===== src/sv/csvft_pkg.sv =====
// Shared types and constants of the CSV field tokenizer.
`timescale 1ns / 1ps

package csvft_pkg;

	localparam logic [1:0] EV_BYTE  = 2'd0;
	localparam logic [1:0] EV_FIELD = 2'd1;
	localparam logic [1:0] EV_REC   = 2'd2;
	localparam logic [1:0] EV_ERR   = 2'd3;

	localparam logic [2:0] ERR_NONE     = 3'd0;
	localparam logic [2:0] ERR_DELIM    = 3'd1;
	localparam logic [2:0] ERR_AFTER_Q  = 3'd2;
	localparam logic [2:0] ERR_MISPLACE = 3'd3;
	localparam logic [2:0] ERR_EOF_Q    = 3'd4;

	localparam logic [1:0] CFG_DELIM = 2'd0;
	localparam logic [1:0] CFG_TRIM  = 2'd1;
	localparam logic [1:0] CFG_SKIP  = 2'd2;

	localparam logic [7:0] CH_NUL   = 8'h00;
	localparam logic [7:0] CH_QUOTE = 8'h22;
	localparam logic [7:0] CH_CR    = 8'h0D;
	localparam logic [7:0] CH_LF    = 8'h0A;
	localparam logic [7:0] CH_TAB   = 8'h09;
	localparam logic [7:0] CH_SPACE = 8'h20;

	typedef struct packed {
		logic [1:0]  ev;
		logic [7:0]  data;
		logic        quoted;
		logic [31:0] line;
		logic [15:0] col;
		logic [2:0]  err;
	} event_t;

	typedef struct packed {
		logic flush_one;
		logic flush_all;
		logic has_final;
		logic held_empty;
		logic held_last;
		logic plan_one;
		logic out_free;
	} status_t;

	typedef struct packed {
		logic apply;
		logic pop;
		logic load_now;
		logic load_saved;
	} cmd_t;

endpackage


===== src/sv/csvft_ctrl.sv =====
// Controller state machine that sequences the transfers of one input byte.
`timescale 1ns / 1ps

module csvft_ctrl (
	input  logic                clk,
	input  logic                arst_n,
	input  logic                in_valid,
	output logic                in_ready,
	input  csvft_pkg::status_t  st,
	output csvft_pkg::cmd_t     cmd
);

	typedef enum logic [1:0] {
		S_IDLE,
		S_FLUSH,
		S_FINAL
	} state_t;

	state_t state_q;

	always_ff @(posedge clk or negedge arst_n) begin
		if (!arst_n) begin
			state_q <= S_IDLE;
		end else begin
			unique case (state_q)
				S_IDLE: begin
					if (in_valid) begin
						if (st.flush_one || (st.flush_all && !st.held_empty)) begin
							state_q <= S_FLUSH;
						end else if (st.has_final && !st.out_free) begin
							state_q <= S_FINAL;
						end
					end
				end
				S_FLUSH: begin
					if (st.out_free) begin
						if (st.plan_one) begin
							state_q <= S_IDLE;
						end else if (st.held_last) begin
							state_q <= S_FINAL;
						end
					end
				end
				S_FINAL: begin
					if (st.out_free) begin
						state_q <= S_IDLE;
					end
				end
				default: state_q <= S_IDLE;
			endcase
		end
	end

	always_comb begin
		in_ready       = (state_q == S_IDLE);
		cmd            = '0;
		cmd.apply      = (state_q == S_IDLE) && in_valid;
		cmd.load_now   = cmd.apply && !st.flush_one
			&& !(st.flush_all && !st.held_empty) && st.has_final && st.out_free;
		cmd.pop        = (state_q == S_FLUSH) && st.out_free;
		cmd.load_saved = (state_q == S_FINAL) && st.out_free;
	end

endmodule


===== src/sv/csvft_dp.sv =====
// Datapath: parser state, blank hold register, counters, settings and result register.
`timescale 1ns / 1ps

module csvft_dp #(
	parameter int BLANK_HOLD = 16,
	parameter int LINE_BITS  = 32
) (
	input  logic                clk,
	input  logic                arst_n,
	input  logic                cfg_wr_en,
	input  logic [1:0]          cfg_index,
	input  logic [7:0]          cfg_wdata,
	input  logic                in_kind,
	input  logic [7:0]          in_byte,
	input  csvft_pkg::cmd_t     cmd,
	output csvft_pkg::status_t  st,
	output logic                out_valid,
	input  logic                out_ready,
	output csvft_pkg::event_t   out_ev,
	output logic                out_last
);

	localparam int CNT_W  = $clog2(BLANK_HOLD + 1);
	localparam int HIDX_W = (BLANK_HOLD > 1) ? $clog2(BLANK_HOLD) : 1;

	typedef enum logic [1:0] {
		MODE_FIELD,
		MODE_INQ,
		MODE_QPEND,
		MODE_AFTERQ
	} mode_t;

	typedef struct packed {
		logic quoted;
		logic raw;
		logic emitted;
	} flags_t;

	logic [7:0]            delim_q;
	logic                  trim_q;
	logic                  skip_q;

	mode_t                 mode_q, nx_mode;
	logic                  acr_q, nx_acr;
	logic [BLANK_HOLD-1:0] held_q;
	logic [CNT_W-1:0]      cnt_q;
	logic [LINE_BITS-1:0]  phys_q, nx_phys;
	logic [LINE_BITS-1:0]  rec_q, nx_rec;
	logic [15:0]           fidx_q, nx_fidx;
	flags_t                flags_q, nx_flags;
	logic                  halted_q, nx_halted;

	logic                  plan_one_q;
	logic                  plan_tab_q;
	csvft_pkg::event_t     fin_q;

	logic                  hold_clear, hold_append, is_tab;
	logic                  flush_one, flush_all, fin_valid;
	csvft_pkg::event_t     fin;
	csvft_pkg::event_t     pop_ev;
	logic                  bad, is_nl, is_blank, do_fld, do_rec, do_restart;
	logic [LINE_BITS-1:0]  phys_inc;
	logic [15:0]           col_err;
	logic [BLANK_HOLD-1:0] held_shift;

	function automatic logic [31:0] sat_line(input logic [LINE_BITS-1:0] v);
		logic [63:0] w;
		w = 64'(v);
		sat_line = (w > 64'h0000_0000_FFFF_FFFF) ? 32'hFFFF_FFFF : w[31:0];
	endfunction

	always_comb begin
		bad = (delim_q == csvft_pkg::CH_NUL) || (delim_q == csvft_pkg::CH_QUOTE)
			|| (delim_q == csvft_pkg::CH_CR) || (delim_q == csvft_pkg::CH_LF);
		is_nl    = (in_byte == csvft_pkg::CH_CR) || (in_byte == csvft_pkg::CH_LF);
		is_tab   = (in_byte == csvft_pkg::CH_TAB);
		is_blank = is_tab || (in_byte == csvft_pkg::CH_SPACE);
		phys_inc = (phys_q == '1) ? phys_q : phys_q + LINE_BITS'(1);
		col_err  = (fidx_q == 16'hFFFF) ? 16'hFFFF : fidx_q + 16'd1;

		nx_mode     = mode_q;
		nx_acr      = acr_q;
		nx_phys     = phys_q;
		nx_rec      = rec_q;
		nx_fidx     = fidx_q;
		nx_flags    = flags_q;
		nx_halted   = halted_q;
		hold_clear  = 1'b0;
		hold_append = 1'b0;
		flush_one   = 1'b0;
		flush_all   = 1'b0;
		fin_valid   = 1'b0;
		do_fld      = 1'b0;
		do_rec      = 1'b0;
		do_restart  = 1'b0;
		fin         = '0;
		fin.ev      = csvft_pkg::EV_BYTE;
		fin.line    = sat_line(rec_q);
		fin.err     = csvft_pkg::ERR_NONE;

		if (halted_q) begin
			do_restart = in_kind;
		end else if (bad) begin
			fin_valid = 1'b1;
			fin.ev    = csvft_pkg::EV_ERR;
			fin.line  = '0;
			fin.err   = csvft_pkg::ERR_DELIM;
			if (in_kind) begin
				do_restart = 1'b1;
			end else begin
				nx_halted = 1'b1;
			end
		end else if (in_kind) begin
			if (mode_q == MODE_INQ) begin
				fin_valid = 1'b1;
				fin.ev    = csvft_pkg::EV_ERR;
				fin.col   = col_err;
				fin.err   = csvft_pkg::ERR_EOF_Q;
			end else if (mode_q != MODE_FIELD || fidx_q != 16'd0 || flags_q.raw) begin
				do_rec = 1'b1;
			end
			do_restart = 1'b1;
		end else begin
			nx_acr = 1'b0;
			if (acr_q && in_byte == csvft_pkg::CH_LF) begin
				// The LF of a CRLF pair has already been counted.
			end else if (mode_q == MODE_INQ) begin
				if (in_byte == csvft_pkg::CH_QUOTE) begin
					nx_mode = MODE_QPEND;
				end else if (is_nl) begin
					fin_valid = 1'b1;
					fin.data  = csvft_pkg::CH_LF;
					nx_phys   = phys_inc;
					nx_acr    = (in_byte == csvft_pkg::CH_CR);
				end else begin
					fin_valid = 1'b1;
					fin.data  = in_byte;
				end
			end else if (mode_q == MODE_QPEND && in_byte == csvft_pkg::CH_QUOTE) begin
				fin_valid = 1'b1;
				fin.data  = csvft_pkg::CH_QUOTE;
				nx_mode   = MODE_INQ;
			end else if (mode_q == MODE_QPEND || mode_q == MODE_AFTERQ) begin
				nx_mode = MODE_AFTERQ;
				if (in_byte == delim_q) begin
					do_fld = 1'b1;
				end else if (is_blank) begin
					// Blanks after a closing quote are dropped.
				end else if (is_nl) begin
					do_rec  = 1'b1;
					nx_phys = phys_inc;
					nx_rec  = phys_inc;
					nx_acr  = (in_byte == csvft_pkg::CH_CR);
				end else begin
					fin_valid = 1'b1;
					fin.ev    = csvft_pkg::EV_ERR;
					fin.line  = sat_line(phys_q);
					fin.col   = col_err;
					fin.err   = csvft_pkg::ERR_AFTER_Q;
					nx_halted = 1'b1;
				end
			end else begin
				if (in_byte == delim_q) begin
					do_fld = 1'b1;
				end else if (is_nl) begin
					do_rec  = 1'b1;
					nx_phys = phys_inc;
					nx_rec  = phys_inc;
					nx_acr  = (in_byte == csvft_pkg::CH_CR);
				end else if (in_byte == csvft_pkg::CH_QUOTE) begin
					if (flags_q.emitted) begin
						fin_valid = 1'b1;
						fin.ev    = csvft_pkg::EV_ERR;
						fin.line  = sat_line(phys_q);
						fin.col   = col_err;
						fin.err   = csvft_pkg::ERR_MISPLACE;
						nx_halted = 1'b1;
					end else begin
						hold_clear = 1'b1;
						nx_flags   = '{quoted: 1'b1, raw: 1'b0, emitted: 1'b0};
						nx_mode    = MODE_INQ;
					end
				end else begin
					nx_flags.raw = 1'b1;
					if (is_blank && trim_q) begin
						if (flags_q.emitted) begin
							if (cnt_q == CNT_W'(BLANK_HOLD)) begin
								flush_one = 1'b1;
							end else begin
								hold_append = 1'b1;
							end
						end
					end else begin
						flush_all        = 1'b1;
						fin_valid        = 1'b1;
						fin.data         = in_byte;
						nx_flags.emitted = 1'b1;
					end
				end
			end
		end

		if (do_fld) begin
			fin_valid  = 1'b1;
			fin.ev     = csvft_pkg::EV_FIELD;
			fin.quoted = flags_q.quoted;
			hold_clear = 1'b1;
			nx_flags   = '0;
			nx_mode    = MODE_FIELD;
			nx_fidx    = (fidx_q == 16'hFFFF) ? fidx_q : fidx_q + 16'd1;
		end
		if (do_rec) begin
			fin_valid  = !(skip_q && fidx_q == 16'd0 && !flags_q.quoted && !flags_q.emitted);
			fin.ev     = csvft_pkg::EV_REC;
			fin.quoted = flags_q.quoted;
			hold_clear = 1'b1;
			nx_flags   = '0;
			nx_mode    = MODE_FIELD;
			nx_fidx    = '0;
		end
		if (do_restart) begin
			hold_clear = 1'b1;
			nx_mode    = MODE_FIELD;
			nx_acr     = 1'b0;
			nx_phys    = LINE_BITS'(1);
			nx_rec     = LINE_BITS'(1);
			nx_fidx    = '0;
			nx_flags   = '0;
			nx_halted  = 1'b0;
		end
	end

	always_comb begin
		held_shift = held_q >> 1;
		if (plan_one_q) begin
			held_shift[BLANK_HOLD-1] = plan_tab_q;
		end
		pop_ev      = '0;
		pop_ev.ev   = csvft_pkg::EV_BYTE;
		pop_ev.data = held_q[0] ? csvft_pkg::CH_TAB : csvft_pkg::CH_SPACE;
		pop_ev.line = sat_line(rec_q);
		pop_ev.err  = csvft_pkg::ERR_NONE;
	end

	always_ff @(posedge clk or negedge arst_n) begin
		if (!arst_n) begin
			delim_q <= 8'd44;
			trim_q  <= 1'b1;
			skip_q  <= 1'b1;
		end else if (cfg_wr_en) begin
			unique case (cfg_index)
				csvft_pkg::CFG_DELIM: delim_q <= cfg_wdata;
				csvft_pkg::CFG_TRIM:  trim_q  <= cfg_wdata[0];
				csvft_pkg::CFG_SKIP:  skip_q  <= cfg_wdata[0];
				default: ;
			endcase
		end
	end

	always_ff @(posedge clk or negedge arst_n) begin
		if (!arst_n) begin
			mode_q     <= MODE_FIELD;
			acr_q      <= 1'b0;
			phys_q     <= LINE_BITS'(1);
			rec_q      <= LINE_BITS'(1);
			fidx_q     <= '0;
			flags_q    <= '0;
			halted_q   <= 1'b0;
			held_q     <= '0;
			cnt_q      <= '0;
			plan_one_q <= 1'b0;
			plan_tab_q <= 1'b0;
		end else if (cmd.apply) begin
			mode_q     <= nx_mode;
			acr_q      <= nx_acr;
			phys_q     <= nx_phys;
			rec_q      <= nx_rec;
			fidx_q     <= nx_fidx;
			flags_q    <= nx_flags;
			halted_q   <= nx_halted;
			plan_one_q <= flush_one;
			plan_tab_q <= is_tab;
			if (hold_clear) begin
				held_q <= '0;
				cnt_q  <= '0;
			end else if (hold_append) begin
				held_q[cnt_q[HIDX_W-1:0]] <= is_tab;
				cnt_q                     <= cnt_q + CNT_W'(1);
			end
		end else if (cmd.pop) begin
			held_q <= held_shift;
			if (!plan_one_q) begin
				cnt_q <= cnt_q - CNT_W'(1);
			end
		end
	end

	always_ff @(posedge clk) begin
		if (cmd.apply) begin
			fin_q <= fin;
		end
	end

	always_ff @(posedge clk or negedge arst_n) begin
		if (!arst_n) begin
			out_valid <= 1'b0;
		end else if (cmd.load_now || cmd.load_saved || cmd.pop) begin
			out_valid <= 1'b1;
		end else if (out_ready) begin
			out_valid <= 1'b0;
		end
	end

	always_ff @(posedge clk) begin
		if (cmd.load_now) begin
			out_ev   <= fin;
			out_last <= 1'b1;
		end else if (cmd.load_saved) begin
			out_ev   <= fin_q;
			out_last <= 1'b1;
		end else if (cmd.pop) begin
			out_ev   <= pop_ev;
			out_last <= plan_one_q;
		end
	end

	always_comb begin
		st            = '0;
		st.flush_one  = flush_one;
		st.flush_all  = flush_all;
		st.has_final  = fin_valid;
		st.held_empty = (cnt_q == '0);
		st.held_last  = (cnt_q == CNT_W'(1));
		st.plan_one   = plan_one_q;
		st.out_free   = !out_valid || out_ready;
	end

endmodule


===== src/sv/csv_field_tokenizer_core.sv =====
// Top level of the CSV field tokenizer: stream ports, controller and datapath.
`timescale 1ns / 1ps

// The block takes one CSV byte or end-of-input marker per input transfer and delivers field
// bytes, field ends, record ends and errors as output transfers, one result per cycle from a
// single output register while m_tready stays high. After a byte that gives at most one
// result, the next byte is taken in the following cycle even while that result still waits
// on m_tready; if that next byte also gives a result, it is parked and the input waits until
// the output register frees. A byte that releases held trailing blanks is taken, each blank is
// shifted out of the blank hold register in turn, and then the byte itself is delivered. A
// blank that pushes the oldest held blank out of a full hold register is taken, then the oldest
// blank is shifted out. When a result cannot leave the output register, the input waits too.
// The user must write settings through cfg_wr_en while the block is idle; the block does not check.
module csv_field_tokenizer_core #(
	parameter int BLANK_HOLD = 16,
	parameter int LINE_BITS  = 32
) (
	input  logic        clk,
	input  logic        arst_n,
	input  logic        cfg_wr_en,
	input  logic [1:0]  cfg_index,
	input  logic [7:0]  cfg_wdata,
	input  logic        s_tvalid,
	output logic        s_tready,
	input  logic [7:0]  s_tdata,   // byte_value
	input  logic        s_tuser,   // kind
	output logic        m_tvalid,
	input  logic        m_tready,
	output logic [63:0] m_tdata,   // data_byte, quoted flag, line_number, column_number,
	                               // error_code, zero fill
	output logic [1:0]  m_tuser,   // event_res
	output logic        m_tlast
);

	csvft_pkg::status_t st;
	csvft_pkg::cmd_t    cmd;
	csvft_pkg::event_t  out_ev;

	csvft_ctrl u_ctrl (
		.clk      (clk),
		.arst_n   (arst_n),
		.in_valid (s_tvalid),
		.in_ready (s_tready),
		.st       (st),
		.cmd      (cmd)
	);

	csvft_dp #(
		.BLANK_HOLD (BLANK_HOLD),
		.LINE_BITS  (LINE_BITS)
	) u_dp (
		.clk       (clk),
		.arst_n    (arst_n),
		.cfg_wr_en (cfg_wr_en),
		.cfg_index (cfg_index),
		.cfg_wdata (cfg_wdata),
		.in_kind   (s_tuser),
		.in_byte   (s_tdata),
		.cmd       (cmd),
		.st        (st),
		.out_valid (m_tvalid),
		.out_ready (m_tready),
		.out_ev    (out_ev),
		.out_last  (m_tlast)
	);

	assign m_tdata = {4'b0000, out_ev.err, out_ev.col, out_ev.line, out_ev.quoted, out_ev.data};
	assign m_tuser = out_ev.ev;

endmodule


===== config.mk =====
export PLATFORM = sky130hd
export DESIGN_NAME = csv_field_tokenizer_core
export DESIGN_NICKNAME = d
export VERILOG_FILES = /design/src/sv/csvft_pkg.sv /design/src/sv/csvft_ctrl.sv /design/src/sv/csvft_dp.sv /design/src/sv/csv_field_tokenizer_core.sv
export SDC_FILE = /design/constraint.sdc
export NUM_CORES = 1
export LEC_CHECK = 0
export BUFFER_PORTS_ARGS = -buffer_cell sky130_fd_sc_hd__clkbuf_2
export CAP_MARGIN = 20
export CORE_MARGIN = 1
export CORE_UTILIZATION = 55
export DETAILED_ROUTE_END_ITERATION = 10
export GPL_TIMING_DRIVEN = 0
export PLACE_DENSITY = 0.74
export RECOVER_POWER = 25
export SLEW_MARGIN = 20
export SYNTH_ARGS = -nofsm -noshare
export SYNTH_HDL_FRONTEND = slang
export SYNTH_SLANG_ARGS = --single-unit

===== constraint.sdc =====
create_clock -name clk -period 7.9 [get_ports clk]
set_clock_uncertainty 0.15 [all_clocks]
set_input_delay 1.185 -clock clk [delete_from_list [all_inputs] [get_ports clk]]
set_output_delay 1.185 -clock clk [all_outputs]
set_load 0.01 [all_outputs]

## After elaboration in Yosys (flattened, before gate mapping)

Cells that the tools add are included.

| storage, ports and cells | value |
|---|---|
| output and inout bits | 69 |
| word-level logic and storage cells | 408 |
| bits in registers | 248 |
| input bits | 24 |
| bits in latches | 0 |
| bits in read-only memories | 0 |
| memories kept | 0 |
| memory bits (writable) | 0 |

| cells by class | value |
|---|---|
| bitwise gates (word level) | 0 |
| equal/unequal tests | 56 |
| $add $sub $neg | 4 |
| reduce and logical (&&, ||, !) cells | 64 |
| muxes and demuxes | 251 |
| shifts and indexed selects | 0 |
| divide/modulo/power cells | 0 |
| multipliers | 0 |
| magnitude comparators | 2 |

Operators by type and width:

| kind | number |
|---|---|
| 32-bit 2-to-1 mux | 28 |
| 51-bit 2-to-1 mux | 12 |
| 62-bit 2-to-1 mux | 3 |
| 16-bit 2-to-1 mux | 10 |
| 1-bit 2-to-1 mux | 124 |
| 2-bit 2-to-1 mux | 36 |
| 8-bit 2-to-1 mux | 9 |
| 3-bit 2-to-1 mux | 14 |
| 8-bit by 4-bit equality test with 1-bit output, second input constant | 5 |
| 10-bit 2-to-1 mux | 4 |
| 19-bit 2-to-1 mux | 2 |
| 32-bit by 1-bit adder with 32-bit output, second input constant | 1 |
| 32-bit equality test, second input constant | 1 |
| 5-bit 2-to-1 mux | 5 |
| 8-bit by 6-bit equality test with 1-bit output, second input constant | 3 |
| 4-bit by 1-bit != test with 1-bit output, second input constant | 6 |
| 11-bit AND reduction | 2 |
| 4-bit != test, second input constant | 5 |
| 9-bit AND reduction | 2 |
| 16-bit by 1-bit adder with 16-bit output, second input constant | 1 |
| 16-bit bitwise mux | 1 |
| 16-bit equality test, second input constant | 1 |
| 1-bit logical AND | 16 |
| 16-bit zero test | 1 |
| other kinds (39) | 85 |

## Depth between registers and ports, before layout

| depth | value |
|---|---|
| depth in word-level cells | 22 |
| gate-level depth with buffers | 13 |
| depth with buffers taken out | 10 |

## By module

A second synthesis with hierarchy kept.

| unflattened totals | value |
|---|---|
| cell total of the unflattened synthesis | 1250 |
| area, all modules | 13301.5 um2 |

Modules (own cells, without submodules):

| module | sequential area each (um2) | instances | cells each | area an instance (um2) |
|---|---|---|---|---|
| csvft_dp | 6780.3 | 1 | 1221 | 13080.0 |
| csvft_ctrl | 50.0 | 1 | 24 | 187.7 |
| csv_field_tokenizer_core | 0.0 | 1 | 5 | 33.8 |

## Worst setup path after synthesis

No wires, ideal clock.

| timing path | value |
|---|---|
| kind | input port to flip-flop |
| from | input m_tready |
| to | register u_dp.out_ev[0] (netlist name) |
| arrival | 5794 ps |
| library setup time | 568 ps |
| slack | 1389 ps |
| cell stages on the path | 3 |
| buffers on the path | 1 |
| path through | nor2b_1 -> clkbuf_1 -> o21ai_0 |

| on the way | value |
|---|---|
| longest elaborated chain between the ends | 3 |

RTL lines:

| item | RTL line | text |
|---|---|---|
| from (decl) | csv_field_tokenizer_core.sv:28 | `input logic m_tready,` |
| 1-bit logical OR * | csvft_dp.sv:335 | `st.out_free = !out_valid \|\| out_ready;` |
| 1-bit logical AND, on equally long branches | csvft_ctrl.sv:61, csvft_ctrl.sv:59, csvft_ctrl.sv:60 |  |
| 3-bit nonzero test (no source line) * | - |  |

Mark *: on every way between the ends. The rest lies on a longest branch, timed or not.
A chain may end at the register's enable or synchronous reset.

## Worst setup path in the final report

| timing path | value |
|---|---|
| from | input s_tdata[2] |
| to | register u_dp.out_ev[3] (netlist name) |

| on the way | value |
|---|---|
| longest elaborated chain between the ends | 20 |

RTL lines:

| item | RTL line | text |
|---|---|---|
| from (decl) | csv_field_tokenizer_core.sv:25 | `input logic [7:0] s_tdata,` |
| 8-bit by 4-bit equality test with 1-bit output / 8-bit by 6-bit equality test with 1-bit output (equally long branches) | csvft_dp.sv:76, csvft_dp.sv:77 |  |
| 1-bit logical OR | csvft_dp.sv:77 | `is_blank = is_tab \|\| (in_byte == csvft_pkg::CH_SPACE);` |
| 1-bit logical AND | csvft_dp.sv:185 | `if (is_blank && trim_q) begin` |
| 1-bit 2-to-1 mux | csvft_dp.sv:185 |  |
| 1-bit 2-to-1 mux | csvft_dp.sv:170 | `end else if (in_byte == csvft_pkg::CH_QUOTE) begin` |
| 1-bit 2-to-1 mux | csvft_dp.sv:165 | `end else if (is_nl) begin` |
| 1-bit 2-to-1 mux | csvft_dp.sv:163 | `if (in_byte == delim_q) begin` |
| 1-bit 2-to-1 mux | csvft_dp.sv:143 | `end else if (mode_q == MODE_QPEND \|\| mode_q == MODE_AFTERQ) begin` |
| [... 3 more ...] | - |  |
| 1-bit 2-to-1 mux | csvft_dp.sv:113 | `end else if (in_kind) begin` |
| 1-bit 2-to-1 mux | csvft_dp.sv:103 | `end else if (bad) begin` |
| 1-bit 2-to-1 mux | csvft_dp.sv:101 | `if (halted_q) begin` |
| 1-bit zero test / 1-bit logical AND (equally long branches) | csvft_ctrl.sv:58, csvft_ctrl.sv:59 |  |
| 1-bit logical AND / 1-bit zero test (equally long branches) | csvft_ctrl.sv:58, csvft_ctrl.sv:59 |  |
| 1-bit logical AND | csvft_ctrl.sv:59 | `&& !(st.flush_all && !st.held_empty) && st.has_final && st.out_free;` |
| 1-bit logical AND * (2 in series) | csvft_ctrl.sv:59 |  |
| 3-bit nonzero test (no source line) * | - |  |

Marked as above.

==> results.md <==
* R2R cell count at 10
* Met2 usage at 0.4449
* Pwr per Cell Area at 335.8 nW/um^2
* Post-CTS Setup Inserts at 0
* RSZ-0062 raised after global routing: false
* Initial antenna violation count at 0
* Status: complete, but fails checks
* Share of layout cells above drive strength 1 at 0.1465
* FP Rows at 55
* Synth-to-layout area growth at 14.04%
* I/O Buffers at 86
* Top FF cell, synth: edfxtp_1
* Pins over their slew limit at 54
* Width of the die at 155.3 um
* Yosys warning count at 0
* Placed cells at 1644
* Hold Slack at 0.3422 ns
* Vias after detailed routing at 10150
* Routed length per placed instance at 18.82 um
* Worst-case headroom to the max-slew limit at -1.123
* Hold crit path type: flip-flop to flip-flop
* Met3 Track Usage GR at 0.03621
* IO Pins at 93
* ANT cells at 0
* Cts bufs inserted at 26
* DRT iter0 DRCs at 773
* Clk_lat worst skew at 0.53 ns
* Post-synthesis adder-cell area fraction at 0.007746
* Post-synthesis mux area share at 0.04899
* Largest net degree at the start of global routing at 71
* Synth Area in XOR/XNOR at 0.02982
* CP required at 7.98 ns
* Finished Layout Cells at 1692
* Actual slew at the worst max-slew pin at 3.185 ns
* Total Power at 4.949 mW
* Final worst-path cycle share at 0.5744
* Most Crowded Layer GR: met2
* Sw Ratio at 0.3545
* Setup violations, final at 0
* Worst Path Arrival at 4.62 ns
* Die Height at 155.3 um
* Final WS setup at 3.362 ns
* Hold EP: u_dp.plan_tab_q
* Global-route wire length before repair at 51490 um
* Hold buffers post-CTS at 0
* Hold Crit Start: u_dp.plan_tab_q
* Reg-to-reg startpoint: u_dp.delim_q[3]
* Int Power at 3.195 mW
* Fill cells at 1848
* Comb pwr share at 0.338
* CTS clock-pin slew for the worst setup and hold paths at 0.06 ns
* Clock tree from TritonCTS: done
* Post-DP Area at 13880 um^2
* NetSw at 1.755 mW
* Detail Placement HPWL at 22000 um
* Mean Syn Cell Area at 10.44 um^2
* Router iterations before antenna repair at 5
* Final #Nets at 1391
* Cell variety after synth at 82
* Setup TNS Final at 0 ns
* Routability-driven placement congestion ratio at 0.8835
* Number of hold violations in the final report at 0
* Routed WL at 31840 um
* R2r setup slk at 3.70 ns
* Post-synthesis compound-gate area fraction at 0.1894
* Synth Instances at 1238
* Max Buffers Root-to-Sink at 3
* Post-synth ARST share at 0.4960
* Crit-path max FO at 26
* Vias in the first global route at 9805
* Layout Utilization at 0.6450
* CTS H-tree depth at 1
* Post-synthesis sequential area ratio at 0.5286
* Core area at 22850 um^2
* CP endpoint kind: flip-flop
* Root buf cell: clkbuf_16
* Antenna Violating Nets Remaining at 0
* Static Leak at 5.948 nW
* Hold Crit Depth at 2
* Fmax at 0.2204 GHz
* Flop and latch count out of synthesis at 248
* Failing checks: capacitance limit, slew limit
* Post-CTS resize count at 0
* Max-cap violation count at 1
* EDFF count, synth at 124
* Clock power share at 0.252
* Global route overflow at 0
* Most frequent cells in the layout: nand2_1 (138), edfxtp_1 (124), dfrtp_1 (116), nor2_1 (92), a21oi_1 (82)
* # DRC at 0
* Post-Synth Simple-Gate Area at 0.1569
* Worst r2r dst: u_dp.out_ev[3]
* Main combinational cell family by area after synthesis: compound AO/OA/AOI/OAI gates
* Final Instance Area at 14740 um^2
* GR met1 Demand/Resource at 0.3763
* VDD IR-drop max at 0.2156 mV
* Leading cell type in the layout, fill and taps excluded: nand2_1
* DIE AREA at 24110 um^2
* Post-Syn Area at 12920 um^2
* Pre-CTS setup slack at 2.871 ns
* Initial Utilization at 0.5656
* GR Util All Layers at 0.2695
* Min Tclk post-route at 4.538 ns
* Critical path class: primary input to flip-flop
* Worst setup SP type: primary input
* # clock sinks at 248
* Vias/cell at 5.999
* Reg power frac at 0.410
[logic make-up (layout without fill, tap and decap cells)]
logic type / Yosys count / count (layout)
adder cells (fa/ha/maj): 8 / 8
buffers and inverters: 112 / 250
XOR/XNOR: 44 / 44
AO/OA/AOI/OAI: 357 / 357
AND/OR/NAND/NOR: 407 / 407
multiplexers: 61 / 61
other: 1 / 4
flip-flops: 248 / 248
[worst max-delay path by stage]
| stage | depth (start not counted) | startpoint | end |
|---|---|---|---|
| finish | 11 | s_tdata[2] | u_dp.out_ev[3] |
| global route | 11 | s_tdata[2] | u_dp.out_ev[3] |
| CTS | 11 | s_tdata[2] | u_dp.out_ev[46] |
| detailed placement | 11 | s_tdata[2] | u_dp.out_ev[16] |
| global placement | 4 | m_tready | u_dp.out_ev[6] |
| floorplan | 3 | m_tready | u_dp.out_ev[0] |
[final cells by class]
cell class,instances,area [um^2],area share
Tap cell,313,391.6,0.02658
Multi-Input combinational cell,881,5625,0.3817
Sequential cell,248,6830,0.4635
Inverter,19,71.32,0.004840
Buffer,93,427.9,0.02904
Timing Repair Buffer,90,520.5,0.03532
Clock inverter,13,123.9,0.008406
Clock buffer,35,745.7,0.05060
[synthesized netlist by cell type, drive strengths merged (9+ instances only)]
cell type | number | area, um^2
mux2i | 43 | 430.4
nor3b | 9 | 67.56
o21ai | 83 | 415.4
inv | 19 | 71.32
nand4 | 14 | 93.84
a22o | 67 | 586.8
nor2 | 93 | 351.6
and3 | 10 | 62.56
dfrtp | 116 | 2903
nor2b | 10 | 62.56
a31oi | 12 | 75.07
mux2 | 18 | 202.7
nand2 | 138 | 518.0
clkbuf | 58 | 217.7
buf | 35 | 206.5
and2 | 13 | 81.33
xnor2 | 20 | 175.2
nor4 | 11 | 111.4
o31ai | 14 | 110.1
a21oi | 87 | 454.2
xor2 | 24 | 210.2
nor3 | 32 | 176.4
edfxtp | 124 | 3724
a21o | 34 | 255.2
nand3 | 31 | 155.2
[critical path, cell delays in order]
cell,delay (ns)
clkbuf_2,0.16
xor2_1,0.19
nor4_2,0.56
and2_1,0.29
nand4_1,0.15
clkbuf_1,0.33
o311a_1,0.25
nor4_4,0.59
inv_1,0.27
o21ai_4,0.35
buf_16,0.25
[power by group through the flow]
| stage | Clock (mW) | Sequential [mW] | Combinational, mW |
|---|---|---|---|
| finish | 1.25 | 2.03 | 1.67 |
| global route | 1.31 | 2.07 | 1.83 |
| CTS | 1.26 | 2.03 | 1.68 |
| detailed placement | 0 | 2.05 | 1.67 |
| global placement | 0 | 2.12 | 1.55 |
| floorplan | 0 | 2.16 | 0.988 |
[state kept, by name (all words and copies together) (netlist names)]
register,cells
u_dp.skip_q,1
u_dp.rec_q,32
u_dp.fin_q,62
u_dp.mode_q,2
u_dp.out_valid,1
u_dp.out_ev,62
u_dp.out_last,1
u_dp.cnt_q,5
u_dp.held_q,16
u_dp.fidx_q,16
u_dp.plan_tab_q,1
u_dp.plan_one_q,1
u_dp.flags_q,3
u_ctrl.state_q,2
u_dp.halted_q,1
u_dp.delim_q,8
u_dp.phys_q,32
u_dp.acr_q,1
u_dp.trim_q,1
[routing by layer]
metal	part of all wire	vias to the layer above
met4	0.022	0
met1	0.45	4958
met2	0.47	306
met5	0	-
met3	0.059	58
li1	-	4829
Power figures use the tool's default switching activity.
